[config.mk]
export PLATFORM = sky130hd
export DESIGN_NAME = go_back_n_sender_window
export DESIGN_NICKNAME = d
export VERILOG_FILES = /design/src/hdl/gbn_sw_pkg.sv /design/src/hdl/gbn_sw_ctrl.sv /design/src/hdl/gbn_sw_dp.sv /design/src/hdl/go_back_n_sender_window.sv
export SDC_FILE = /design/constraint.sdc
export NUM_CORES = 1
export LEC_CHECK = 0
export ABC_CLOCK_PERIOD_IN_PS = 10100
export BUFFER_PORTS_ARGS = -buffer_cell sky130_fd_sc_hd__buf_2
export CAP_MARGIN = 10
export CORE_ASPECT_RATIO = 1.4
export CORE_UTILIZATION = 54
export DETAILED_ROUTE_END_ITERATION = 10
export PLACE_DENSITY = 0.75
export SLEW_MARGIN = 20
export SYNTH_ARGS = -nofsm -noshare
export SYNTH_HDL_FRONTEND = slang
export SYNTH_SLANG_ARGS = --single-unit
[constraint.sdc]
create_clock -name clk -period 10.1 [get_ports clk]
set_input_delay 2.02 -clock clk [delete_from_list [all_inputs] [get_ports clk]]
set_output_delay 2.02 -clock clk [all_outputs]
set_load 0.01 [all_outputs]
[src/hdl/gbn_sw_pkg.sv]
`default_nettype none
package gbn_sw_pkg;

  // defaults for the top-level parameters
  localparam int SEQ_SPACE_DEF = 8;
  localparam int WINDOW_DEF    = 4;

  localparam logic [15:0] TIMEOUT_RESET = 16'd1000;

  // input commands
  localparam logic [1:0] CMD_SEND   = 2'd0;
  localparam logic [1:0] CMD_ACK    = 2'd1;
  localparam logic [1:0] CMD_EXPIRE = 2'd2;

  // result kinds
  localparam logic [2:0] KIND_REFUSE = 3'd0;
  localparam logic [2:0] KIND_TX     = 3'd1;
  localparam logic [2:0] KIND_START  = 3'd2;
  localparam logic [2:0] KIND_STOP   = 3'd3;
  localparam logic [2:0] KIND_IGNORE = 3'd4;

  // which result the datapath builds on an emit
  localparam logic [3:0] OP_REFUSE     = 4'd0;
  localparam logic [3:0] OP_SEND_TX    = 4'd1;
  localparam logic [3:0] OP_SEND_START = 4'd2;
  localparam logic [3:0] OP_ACK_STOP   = 4'd3;
  localparam logic [3:0] OP_ACK_START  = 4'd4;
  localparam logic [3:0] OP_IGNORE     = 4'd5;
  localparam logic [3:0] OP_EXP_STOP   = 4'd6;
  localparam logic [3:0] OP_EXP_START  = 4'd7;
  localparam logic [3:0] OP_RETX       = 4'd8;

  typedef struct packed {
    logic       accept;    // latch the input word
    logic       emit;      // load the output register
    logic [3:0] op;
    logic       last;      // final result; commits the state update
    logic       rd_start;  // load retransmit pointer and count
    logic       rd;        // read buffer at retransmit pointer
  } ctrl_cmd_t;

  typedef struct packed {
    logic [1:0] cmd;
    logic       waiting;
    logic       base_eq_next;
    logic       ack_acc;
    logic       new_base_eq_next;
    logic       cnt_zero;
    logic       cnt_one;
    logic       out_free;
  } dp_status_t;

endpackage
`default_nettype wire

[src/hdl/gbn_sw_ctrl.sv]
`default_nettype none
module gbn_sw_ctrl (
  input  wire logic                   clk,
  input  wire logic                   rst,
  input  wire logic                   in_valid,
  output logic                        in_stall,
  input  wire gbn_sw_pkg::dp_status_t sts,
  output gbn_sw_pkg::ctrl_cmd_t       cmd
);
  import gbn_sw_pkg::*;

  localparam logic [3:0] S_IDLE       = 4'd0;
  localparam logic [3:0] S_EVAL       = 4'd1;
  localparam logic [3:0] S_REFUSE     = 4'd2;
  localparam logic [3:0] S_SEND_TX    = 4'd3;
  localparam logic [3:0] S_SEND_START = 4'd4;
  localparam logic [3:0] S_ACK_STOP   = 4'd5;
  localparam logic [3:0] S_ACK_START  = 4'd6;
  localparam logic [3:0] S_IGNORE     = 4'd7;
  localparam logic [3:0] S_EXP_STOP   = 4'd8;
  localparam logic [3:0] S_EXP_START  = 4'd9;
  localparam logic [3:0] S_RD         = 4'd10;
  localparam logic [3:0] S_RETX       = 4'd11;

  logic [3:0] state, state_next;

  always_ff @(posedge clk) begin
    if (rst) begin
      state <= S_IDLE;
    end else begin
      state <= state_next;
    end
  end

  assign in_stall = (state != S_IDLE);

  always_comb begin
    state_next   = state;
    cmd          = '0;
    cmd.op       = OP_REFUSE;
    unique case (state)
      S_IDLE: begin
        if (in_valid) begin
          cmd.accept = 1'b1;
          state_next = S_EVAL;
        end
      end
      S_EVAL: begin
        unique case (sts.cmd)
          CMD_SEND:   state_next = sts.waiting ? S_REFUSE : S_SEND_TX;
          CMD_ACK:    state_next = sts.ack_acc ? S_ACK_STOP : S_IGNORE;
          CMD_EXPIRE: begin
            cmd.rd_start = 1'b1;
            state_next   = S_EXP_STOP;
          end
          default:    state_next = S_IDLE;   // unused command, no result
        endcase
      end
      S_REFUSE: begin
        cmd.op = OP_REFUSE;
        cmd.last = 1'b1;
        if (sts.out_free) begin
          cmd.emit   = 1'b1;
          state_next = S_IDLE;
        end
      end
      S_SEND_TX: begin
        cmd.op   = OP_SEND_TX;
        cmd.last = !sts.base_eq_next;
        if (sts.out_free) begin
          cmd.emit   = 1'b1;
          state_next = sts.base_eq_next ? S_SEND_START : S_IDLE;
        end
      end
      S_SEND_START: begin
        cmd.op   = OP_SEND_START;
        cmd.last = 1'b1;
        if (sts.out_free) begin
          cmd.emit   = 1'b1;
          state_next = S_IDLE;
        end
      end
      S_ACK_STOP: begin
        cmd.op   = OP_ACK_STOP;
        cmd.last = sts.new_base_eq_next;
        if (sts.out_free) begin
          cmd.emit   = 1'b1;
          state_next = sts.new_base_eq_next ? S_IDLE : S_ACK_START;
        end
      end
      S_ACK_START: begin
        cmd.op   = OP_ACK_START;
        cmd.last = 1'b1;
        if (sts.out_free) begin
          cmd.emit   = 1'b1;
          state_next = S_IDLE;
        end
      end
      S_IGNORE: begin
        cmd.op   = OP_IGNORE;
        cmd.last = 1'b1;
        if (sts.out_free) begin
          cmd.emit   = 1'b1;
          state_next = S_IDLE;
        end
      end
      S_EXP_STOP: begin
        cmd.op = OP_EXP_STOP;
        if (sts.out_free) begin
          cmd.emit   = 1'b1;
          state_next = S_EXP_START;
        end
      end
      S_EXP_START: begin
        cmd.op   = OP_EXP_START;
        cmd.last = sts.cnt_zero;
        if (sts.out_free) begin
          cmd.emit   = 1'b1;
          state_next = sts.cnt_zero ? S_IDLE : S_RD;
        end
      end
      S_RD: begin
        cmd.rd     = 1'b1;
        state_next = S_RETX;
      end
      S_RETX: begin
        cmd.op   = OP_RETX;
        cmd.last = sts.cnt_one;
        if (sts.out_free) begin
          cmd.emit   = 1'b1;
          state_next = sts.cnt_one ? S_IDLE : S_RD;
        end
      end
      default: begin
        state_next = S_IDLE;
      end
    endcase
  end

endmodule
`default_nettype wire

[src/hdl/gbn_sw_dp.sv]
`default_nettype none
module gbn_sw_dp #(
  parameter int SEQ_SPACE = gbn_sw_pkg::SEQ_SPACE_DEF,
  parameter int WINDOW    = gbn_sw_pkg::WINDOW_DEF
) (
  input  wire logic                  clk,
  input  wire logic                  rst,
  input  wire logic                  cfg_wr_en,
  input  wire logic [15:0]           cfg_wr_data,
  input  wire logic [1:0]            cmd,
  input  wire logic [63:0]           payload,
  input  wire logic [2:0]            ack_num,
  input  wire logic                  ack_valid,
  input  wire logic [2:0]            expired_seq,
  input  wire gbn_sw_pkg::ctrl_cmd_t ctl,
  output gbn_sw_pkg::dp_status_t     sts,
  output logic                       out_valid,
  input  wire logic                  out_stall,
  output logic [2:0]                 kind,
  output logic [2:0]                 seq,
  output logic [63:0]                data_out,
  output logic [15:0]                timer_period,
  output logic                       window_full,
  output logic                       last
);
  import gbn_sw_pkg::*;

  localparam int SEQ_W = $clog2(SEQ_SPACE);
  localparam int WIN   = (WINDOW < SEQ_SPACE) ? WINDOW : SEQ_SPACE - 1;
  localparam logic [SEQ_W-1:0] WIN_L = SEQ_W'(WIN);

  function automatic logic [SEQ_W-1:0] seq_inc(input logic [SEQ_W-1:0] x);
    if (x == SEQ_W'(SEQ_SPACE - 1)) begin
      return '0;
    end
    return x + 1'b1;
  endfunction

  // (to - from) mod SEQ_SPACE
  function automatic logic [SEQ_W-1:0] seq_dist(input logic [SEQ_W-1:0] to,
                                                input logic [SEQ_W-1:0] from);
    logic [SEQ_W:0] t;
    t = {1'b0, to} + (SEQ_W + 1)'(SEQ_SPACE) - {1'b0, from};
    if (to >= from) begin
      return to - from;
    end
    return t[SEQ_W-1:0];
  endfunction

  logic [SEQ_W-1:0] base, nxt;
  logic             waiting;
  logic [15:0]      period;

  logic [1:0]       l_cmd;
  logic [63:0]      l_payload;
  logic [2:0]       l_ack;
  logic             l_ack_ok;
  logic [2:0]       l_exp;

  logic [63:0]      mem [SEQ_SPACE];
  logic [63:0]      rd_data;
  logic [SEQ_W-1:0] rp, cnt;

  logic [SEQ_W-1:0] dist_nb, nxt_inc, ack_s, new_base;
  logic             wait_send, ack_acc, waiting_after, send_ok;

  always_comb begin
    dist_nb   = seq_dist(nxt, base);
    nxt_inc   = seq_inc(nxt);
    wait_send = (seq_dist(nxt_inc, base) >= WIN_L);
    ack_s     = SEQ_W'(l_ack);
    new_base  = seq_inc(ack_s);
    ack_acc   = l_ack_ok && (32'(l_ack) < 32'(SEQ_SPACE))
                && (seq_dist(ack_s, base) < dist_nb);
    send_ok   = (l_cmd == CMD_SEND) && !waiting;
    priority if (send_ok) begin
      waiting_after = wait_send;
    end else if ((l_cmd == CMD_ACK) && ack_acc) begin
      waiting_after = 1'b0;
    end else begin
      waiting_after = waiting;
    end
  end

  always_comb begin
    sts                  = '0;
    sts.cmd              = l_cmd;
    sts.waiting          = waiting;
    sts.base_eq_next     = (base == nxt);
    sts.ack_acc          = ack_acc;
    sts.new_base_eq_next = (new_base == nxt);
    sts.cnt_zero         = (cnt == '0);
    sts.cnt_one          = (cnt == SEQ_W'(1));
    sts.out_free         = !out_valid || !out_stall;
  end

  // window state and configuration
  always_ff @(posedge clk) begin
    if (rst) begin
      base    <= SEQ_W'(1);
      nxt     <= SEQ_W'(1);
      waiting <= 1'b0;
      period  <= TIMEOUT_RESET;
    end else begin
      if (cfg_wr_en) begin
        period <= cfg_wr_data;
      end
      if (ctl.emit && ctl.last) begin
        if (send_ok) begin
          nxt     <= nxt_inc;
          waiting <= wait_send;
        end else if ((l_cmd == CMD_ACK) && ack_acc) begin
          base    <= new_base;
          waiting <= 1'b0;
        end
      end
    end
  end

  // input word, retransmit pointer
  always_ff @(posedge clk) begin
    if (ctl.accept) begin
      l_cmd     <= cmd;
      l_payload <= payload;
      l_ack     <= ack_num;
      l_ack_ok  <= ack_valid;
      l_exp     <= expired_seq;
    end
    if (ctl.rd_start) begin
      rp  <= base;
      cnt <= dist_nb;
    end else if (ctl.emit && (ctl.op == OP_RETX)) begin
      rp  <= seq_inc(rp);
      cnt <= cnt - 1'b1;
    end
  end

  // unacknowledged buffer
  always_ff @(posedge clk) begin
    if (ctl.emit && ctl.last && send_ok) begin
      mem[nxt] <= l_payload;
    end
    if (ctl.rd) begin
      rd_data <= mem[rp];
    end
  end

  // output register
  always_ff @(posedge clk) begin
    if (rst) begin
      out_valid <= 1'b0;
    end else if (ctl.emit) begin
      out_valid <= 1'b1;
    end else if (!out_stall) begin
      out_valid <= 1'b0;
    end
  end

  always_ff @(posedge clk) begin
    if (ctl.emit) begin
      window_full  <= waiting_after;
      last         <= ctl.last;
      data_out     <= '0;
      timer_period <= '0;
      unique case (ctl.op)
        OP_REFUSE: begin
          kind <= KIND_REFUSE;
          seq  <= 3'(nxt);
        end
        OP_SEND_TX: begin
          kind     <= KIND_TX;
          seq      <= 3'(nxt);
          data_out <= l_payload;
        end
        OP_SEND_START: begin
          kind         <= KIND_START;
          seq          <= 3'(nxt);
          timer_period <= period;
        end
        OP_ACK_STOP: begin
          kind <= KIND_STOP;
          seq  <= 3'(base);
        end
        OP_ACK_START: begin
          kind         <= KIND_START;
          seq          <= 3'(new_base);
          timer_period <= period;
        end
        OP_IGNORE: begin
          kind <= KIND_IGNORE;
          seq  <= l_ack;
        end
        OP_EXP_STOP: begin
          kind <= KIND_STOP;
          seq  <= l_exp;
        end
        OP_EXP_START: begin
          kind         <= KIND_START;
          seq          <= l_exp;
          timer_period <= period;
        end
        OP_RETX: begin
          kind     <= KIND_TX;
          seq      <= 3'(rp);
          data_out <= rd_data;
        end
        default: begin
          kind <= KIND_REFUSE;
          seq  <= '0;
        end
      endcase
    end
  end

endmodule
`default_nettype wire

[src/hdl/go_back_n_sender_window.sv]
`default_nettype none
// Go-Back-N sender window. Keeps base and next sequence numbers (both 1 after
// reset, modulo SEQ_SPACE), a window-full flag and a buffer of unacknowledged
// payloads. cmd 0 sends a payload (refused while the window is full), cmd 1
// delivers an acknowledgment with its checksum verdict in ack_valid, cmd 2
// reports a timer expiry, cmd 3 is ignored and gives no result. Each other input
// word produces one or more result words, one per output handshake; last
// marks the final one and window_full gives the flag after that input.
// One input word is handled at a time: in_stall is high from acceptance
// until the last result has been loaded into the output register. A word
// is accepted, then decoded, then its results are loaded one by one while
// the output is not stalled. On a timer expiry each retransmission first
// reads the single-port payload buffer into a register and is then loaded
// into the output register. The output register lets a finished result
// wait while the next word is accepted. timeout_period is written through
// cfg_wr_en/cfg_wr_data, which the user must do only while idle (the block
// does not enforce this); it resets to 1000.
module go_back_n_sender_window #(
  parameter int SEQ_SPACE = gbn_sw_pkg::SEQ_SPACE_DEF,  // 2..8
  parameter int WINDOW    = gbn_sw_pkg::WINDOW_DEF      // capped at SEQ_SPACE-1
) (
  input  wire logic        clk,
  input  wire logic        rst,
  // configuration: timeout_period
  input  wire logic        cfg_wr_en,
  input  wire logic [15:0] cfg_wr_data,
  // input word
  input  wire logic        in_valid,
  output logic             in_stall,
  input  wire logic [1:0]  cmd,
  input  wire logic [63:0] payload,
  input  wire logic [2:0]  ack_num,
  input  wire logic        ack_valid,
  input  wire logic [2:0]  expired_seq,
  // result word
  output logic             out_valid,
  input  wire logic        out_stall,
  output logic [2:0]       kind,
  output logic [2:0]       seq,
  output logic [63:0]      data_out,
  output logic [15:0]      timer_period,
  output logic             window_full,
  output logic             last
);
  import gbn_sw_pkg::*;

  ctrl_cmd_t  ctl;
  dp_status_t sts;

  // sequencing of results per command
  gbn_sw_ctrl u_ctrl (
    .clk      (clk),
    .rst      (rst),
    .in_valid (in_valid),
    .in_stall (in_stall),
    .sts      (sts),
    .cmd      (ctl)
  );

  // window registers, payload buffer, output register
  gbn_sw_dp #(
    .SEQ_SPACE (SEQ_SPACE),
    .WINDOW    (WINDOW)
  ) u_dp (
    .clk          (clk),
    .rst          (rst),
    .cfg_wr_en    (cfg_wr_en),
    .cfg_wr_data  (cfg_wr_data),
    .cmd          (cmd),
    .payload      (payload),
    .ack_num      (ack_num),
    .ack_valid    (ack_valid),
    .expired_seq  (expired_seq),
    .ctl          (ctl),
    .sts          (sts),
    .out_valid    (out_valid),
    .out_stall    (out_stall),
    .kind         (kind),
    .seq          (seq),
    .data_out     (data_out),
    .timer_period (timer_period),
    .window_full  (window_full),
    .last         (last)
  );

endmodule
`default_nettype wire

* Word level (Yosys, flattened, before mapping)
Memory sizes are Yosys's and may differ from the RTL's. A register that Yosys moved wholly into a read port is not among the register bits.
Index checks and enable logic that the tools add are counted.
** Word-level totals
- Bits of input ports :: 94
- Memory bits (writable) :: 512
- Output and inout bits :: 90
- Logic and storage cells :: 156
- Flip-flop bits (word level) :: 195
- Memories :: 1
** Memory list
- u_dp.mem :: depth 8, bits a word 64, read ports 1, clocked after Yosys merged registers in 1, wr ports 1, line gbn_sw_dp.sv:60 : logic [63:0] mem [SEQ_SPACE];
** Operators by class
- Eq/ne operators :: 35
- $add $sub $neg :: 13
- Bitwise gates (word level) :: 1
- Mux-type cells :: 56
- Magnitude comparators :: 5
- Reductions and logical operators :: 26
** Operators with widths (count)
- $pmux W64 S2 :: 1
- $mux W3 :: 18
- $pmux W5 S9 :: 1
- $mux W4 :: 9
- $pmux W4 S9 :: 1
- $eq A4 B3 Y1 const B :: 8
- $mux W1 :: 21
- $eq A4 B4 Y1 const B :: 5
- $add A3 B1 Y3 const B :: 6
- $pmux W3 S6 :: 1
- $sub A3 B3 Y3 :: 6
- $eq A4 B2 Y1 const B :: 4
- $ne A2 B2 Y1 const B :: 6
- $pmux W3 S4 :: 1
- $pmux W4 S3 :: 1
- $eq A3 B3 Y1 const B :: 3
- $ge A3 B3 Y1 :: 3
- $eq A4 B1 Y1 const B :: 2
- $logic_not A4 Y1 :: 2
- $reduce_and A7 Y1 :: 1
- $eq A3 B3 Y1 :: 2
- $logic_and A1 B1 Y1 :: 6
- $reduce_or A2 Y1 :: 3
- $reduce_or A3 Y1 :: 2
- 19 further kinds :: 23

* Depth between registers and ports, before layout
- Depth after elaboration :: 11
- Depth in mapped cells :: 12
- Gate-level depth less buffers :: 11

* Cells and area by module
Synthesis repeated with hierarchy kept, for this count alone.
** Second synthesis, totals
- Cells, all modules :: 1344
- Area, all modules :: 29071.6 sq um
** Modules (own cells, without submodules)
- gbn_sw_dp :: instances 1, area each 28574.9 sq um, cells an instance 1267, seq. area each 22791.9 sq um
- gbn_sw_ctrl :: instances 1, area each 496.7 sq um, cells an instance 77, seq. area each 80.1 sq um

* Least setup slack after synthesis
No wires, ideal clock.
- Path type :: input port to flip-flop
- From :: input out_stall
- To :: memory u_dp.mem[4][0] (enable)
- Data required time :: 9.434 ns
- Setup slack :: 0.361 ns
- Library setup time :: 0.666 ns
- Arrival :: 9.073 ns
- Stages on the path :: 5
- Buffers on the path :: 1
- Path through :: nand2_1 nand2_1 a21o_1 buf_6 nor4b_1
** Between the ends
- Cells in the longest elaborated chain, start to end :: 8
** Ends and longest elaborated chain
- start, declared :: line go_back_n_sender_window.sv:37 : input wire logic out_stall,
- $logic_not A1 Y1 :: line gbn_sw_dp.sv:94 : sts.out_free = !out_valid || !out_stall;
- $logic_or A1 B1 Y1 :: line gbn_sw_dp.sv:94
- $mux W1
- $pmux W5 S9 :: line gbn_sw_ctrl.sv:41 : unique case (state)
- $logic_and A1 B1 Y1 (2 in series) :: line gbn_sw_dp.sv:140 : if (ctl.emit && ctl.last && send_ok) begin
- $mux W1 :: line gbn_sw_dp.sv:140
- $mux W1 (implied by the code) :: line gbn_sw_dp.sv:141 : mem[nxt] <= l_payload;
- end, declared :: line gbn_sw_dp.sv:60
Every way passes these cells.

* Worst setup path in the final report
- From :: register u_ctrl.state[1]
- To :: memory u_dp.mem[5][34] (enable)
** Between the ends
- Cells in the longest elaborated chain, start to end :: 7
- Elaborated cells on any way between the ends :: 16
- Those cells by class :: eq/ne (9); mux (4); reduce/logical (3)
** Ends and longest elaborated chain
- start, declared :: line gbn_sw_ctrl.sv:25 : logic [3:0] state, state_next;
- start signal, assigned :: line gbn_sw_ctrl.sv:31 : state <= state_next;
- $eq A4 B2 Y1 / $eq A4 B3 Y1 (equally long branches) :: line gbn_sw_ctrl.sv:41
- $reduce_or A4 Y1 (no source line)
- $pmux W1 S5 :: line gbn_sw_ctrl.sv:41
- $logic_and A1 B1 Y1 (*) (2 in series) :: line gbn_sw_dp.sv:140
- $mux W1 (*) :: line gbn_sw_dp.sv:140
- $mux W1 (implied by the code) (*) :: line gbn_sw_dp.sv:141
Mark *: on every way between the ends. The rest lies on a longest branch, timed or not.

==> out/metrics.yaml <==
ys_ff_latch: 771
wl_met1_mm: 22.9
design_area_sq_um: 32900
grt_pass1_vias: 14100
yosysWarningCount: 0
synth.area.top_cells: "edfxtp_1 77%, mux4_2 9.9%, mux2_2 2.6%"
place_congestion: 0.897
cts_resized: 0
synth-seq-area-share_pct: 78.9
yosysMostFrequentCell: "edfxtp_1"
cp.required_ns: 10.31
ys.flop_type: "edfxtp_1"
pwr_density_cell_nw_per_um2: 229
io_pins: 184
die-height_um: 276
cts_htree_levels: 3
syn_avg_cell_area_sq_um: 21.7
cts_tree: "done"
wl_mm: 56.3
crit_buf_inv: 2
hpwl_mm: 30.2
viasPerCell: 5.90
grt_antenna_before_repair: 1
grt_first_pass_wirelength_mm: 85.7
whs_ns: 0.463
clk_pin_slew_ns: 0.06
cpLargestDelayFamily: "buffers and inverters"
status: "complete, no violations"
finalHoldViolCount: 0
setup_viol: 0
p_leak_nw: 10.9
crit_path_frequent_cell: "buf_4"
die_area_sq_um: 54600
drive_above_1_share_pct: 32.3
wl_met3_mm: 3.53
crit_chain: "nand2_1 -> nor3_4 -> buf_4 -> a211oi_2 -> a21o_1 -> nor3_2 -> buf_4"
hold_buffers: 0
cts_sinks: 771
portBuffers: 183
relSlewSlack_pct: 24.8
cts_buffers: 71
min_period_ns: 4.89
drc_errors: 0
post_cts_buffers: 0
num_rows: 100
min_path_type: "register to register"
fmax_mhz: 205
rsz0062_at_grt: "no"
worstSetupEndpointType: "register"
top_layer: "met5"
grt_max_degree: 72
root_buffer: "clkbuf_16"
core-area_sq_um: 53100
placed_area_sq_um: 30700
worstPathArrival_ns: 5.10
max-vdd-ir-drop_mv: 0.148
ant_nets: 0
critPathSlowestCell: "dfxtp_1"
die_width_um: 198
grt_overflow: 0
slowest_delay_ns: 0.90
diodes: 0
setup-tns-final_ns: 0
yosysTopAreaCell: "edfxtp_1"
start_util_pct: 54.6
drt_iter0_drc: 1069
fin_skew_ns: 0.0248
grtUsageTotal_pct: 21.2
drv_slew: 0
synth_top_area_share_pct: 77.0
worst-path-max-fanout: 66
worstSkewPairLatency_ns: 0.61
worst_slew_pin_slew_ns: 1.13
syn_area_sq_um: 29000
syn_to_final_growth_pct: 13.5
wl_per_cell_um: 24.4
syn-num-nets: 1445
fin_nets: 1651
drv_cap: 0
synth_edf_count: 743
fin_util_pct: 62.0
synth_cell_type_count: 56
synth_commonest_cells: "743 x edfxtp_1, 128 x mux4_2, 66 x mux2_2, 65 x a22o_1, 34 x nor2_1"
start_kind: "register"
async_flop_share_pct: 0
syn_inst: 1334
route.met2.wl_mm: 28.6
crit_type: "register to register"
period_share_pct: 48.4
cts_buffer_depth: 3
drtPass1Iterations: 5
num_vias: 13600
## final timing paths
path / from / end / slack, ns / cells past startpoint
setup reg to reg: u_ctrl.state[1] / u_dp.mem[5][34] / 5.21 / 7
setup / recovery: u_ctrl.state[1] / u_dp.mem[5][34] / 5.21 / 7
hold / removal: u_dp.period[8] / u_dp.period[8] / 0.46 / 2
hold reg to reg: u_dp.period[8] / u_dp.period[8] / 0.46 / 2
## worst min-delay path, cell delays in order (launching register included)
cell     delay (ns)
dfxtp_1        0.32
mux2i_1        0.06
nand2_1        0.06
## through the flow
stage          setup slack (ns)  instances  total power, W
2_1_floorplan             0.361       1334         0.00470
3_3_place_gp               5.26       2181         0.00502
3_5_place_dp               5.21       2181         0.00506
4_1_cts                    5.20       2306         0.00759
5_1_grt                    4.86       2306         0.00779
6_report                   5.21       2306         0.00752
## final cells by class
| type | instances | area, sq um |
|---|---|---|
| fill | 3580 | 20200 |
| tap | 714 | 893 |
| clock buffer | 86 | 1860 |
| clock inverter | 39 | 318 |
| sequential | 771 | 22900 |
| inverter | 10 | 37.5 |
| timing repair buffer | 203 | 1070 |
| multi-input combinational | 483 | 5830 |
## registers in the layout, summed over array words and instances (netlist names)
register / flops
u_dp.base: 3
u_dp.kind: 3
u_dp.period: 16
u_dp.timer_period: 16
u_dp.last: 1
u_dp.cnt: 3
u_dp.l_payload: 64
u_dp.ack_s: 3
u_dp.l_cmd: 2
u_dp.window_full: 1
u_dp.seq: 3
u_dp.data_out: 64
u_dp.rp: 3
u_dp.mem: 512
u_dp.rd_data: 64
u_ctrl.state: 4
u_dp.l_exp: 3
u_dp.nxt: 3
u_dp.out_valid: 1
u_dp.l_ack_ok: 1
u_dp.waiting: 1
## where the power goes
part           switching (W)  leakage [nW]  internal (W)
clock network        0.00112          1.06       0.00142
logic               0.000490          2.80      0.000318
registers           0.000227          7.00       0.00394
total                0.00184          10.9       0.00568
## layer usage
metal / vias up / GRT usage [%]
li1: 5895 / -
met1: 7089 / 28.8
met2: 530 / 35.3
met3: 84 / 3.50
met4: 2 / 7.10
met5: - / 0
## layout by cell type, fill, tap and decap left out, types with 4 or more instances in the layout
cell	n
clkinv_1	16
mux2_2	66
buf_2	183
nand2_1	29
clkbuf_16	72
buf_4	20
bufinv_16	4
nand4_1	4
mux2i_1	24
nor2_1	30
o21ai_0	16
mux4_2	128
inv_6	5
dfxtp_1	28
inv_1	9
nor2b_1	24
nor2_4	4
edfxtp_1	743
ha_1	15
a21oi_1	7
clkinv_2	9
a22o_1	65
xnor2_1	7
a22oi_1	4
nand2b_1	4
clkbuf_1	13
## cells by family (layout without fill, tap and decap cells)
logic type | after synthesis | after routing | share of synthesized area, %
buffers and inverters | 80 | 338 | 1.22
muxes | 218 | 218 | 13.3
and+or+nand+nor | 124 | 124 | 2.27
AOI/OAI and AO/OA | 113 | 113 | 3.08
xor gates and xnor gates | 11 | 11 | 0.358
adders and majority gates | 17 | 17 | 0.786
DFF | 771 | 771 | 78.9
Power figures use the tool's default switching activity.
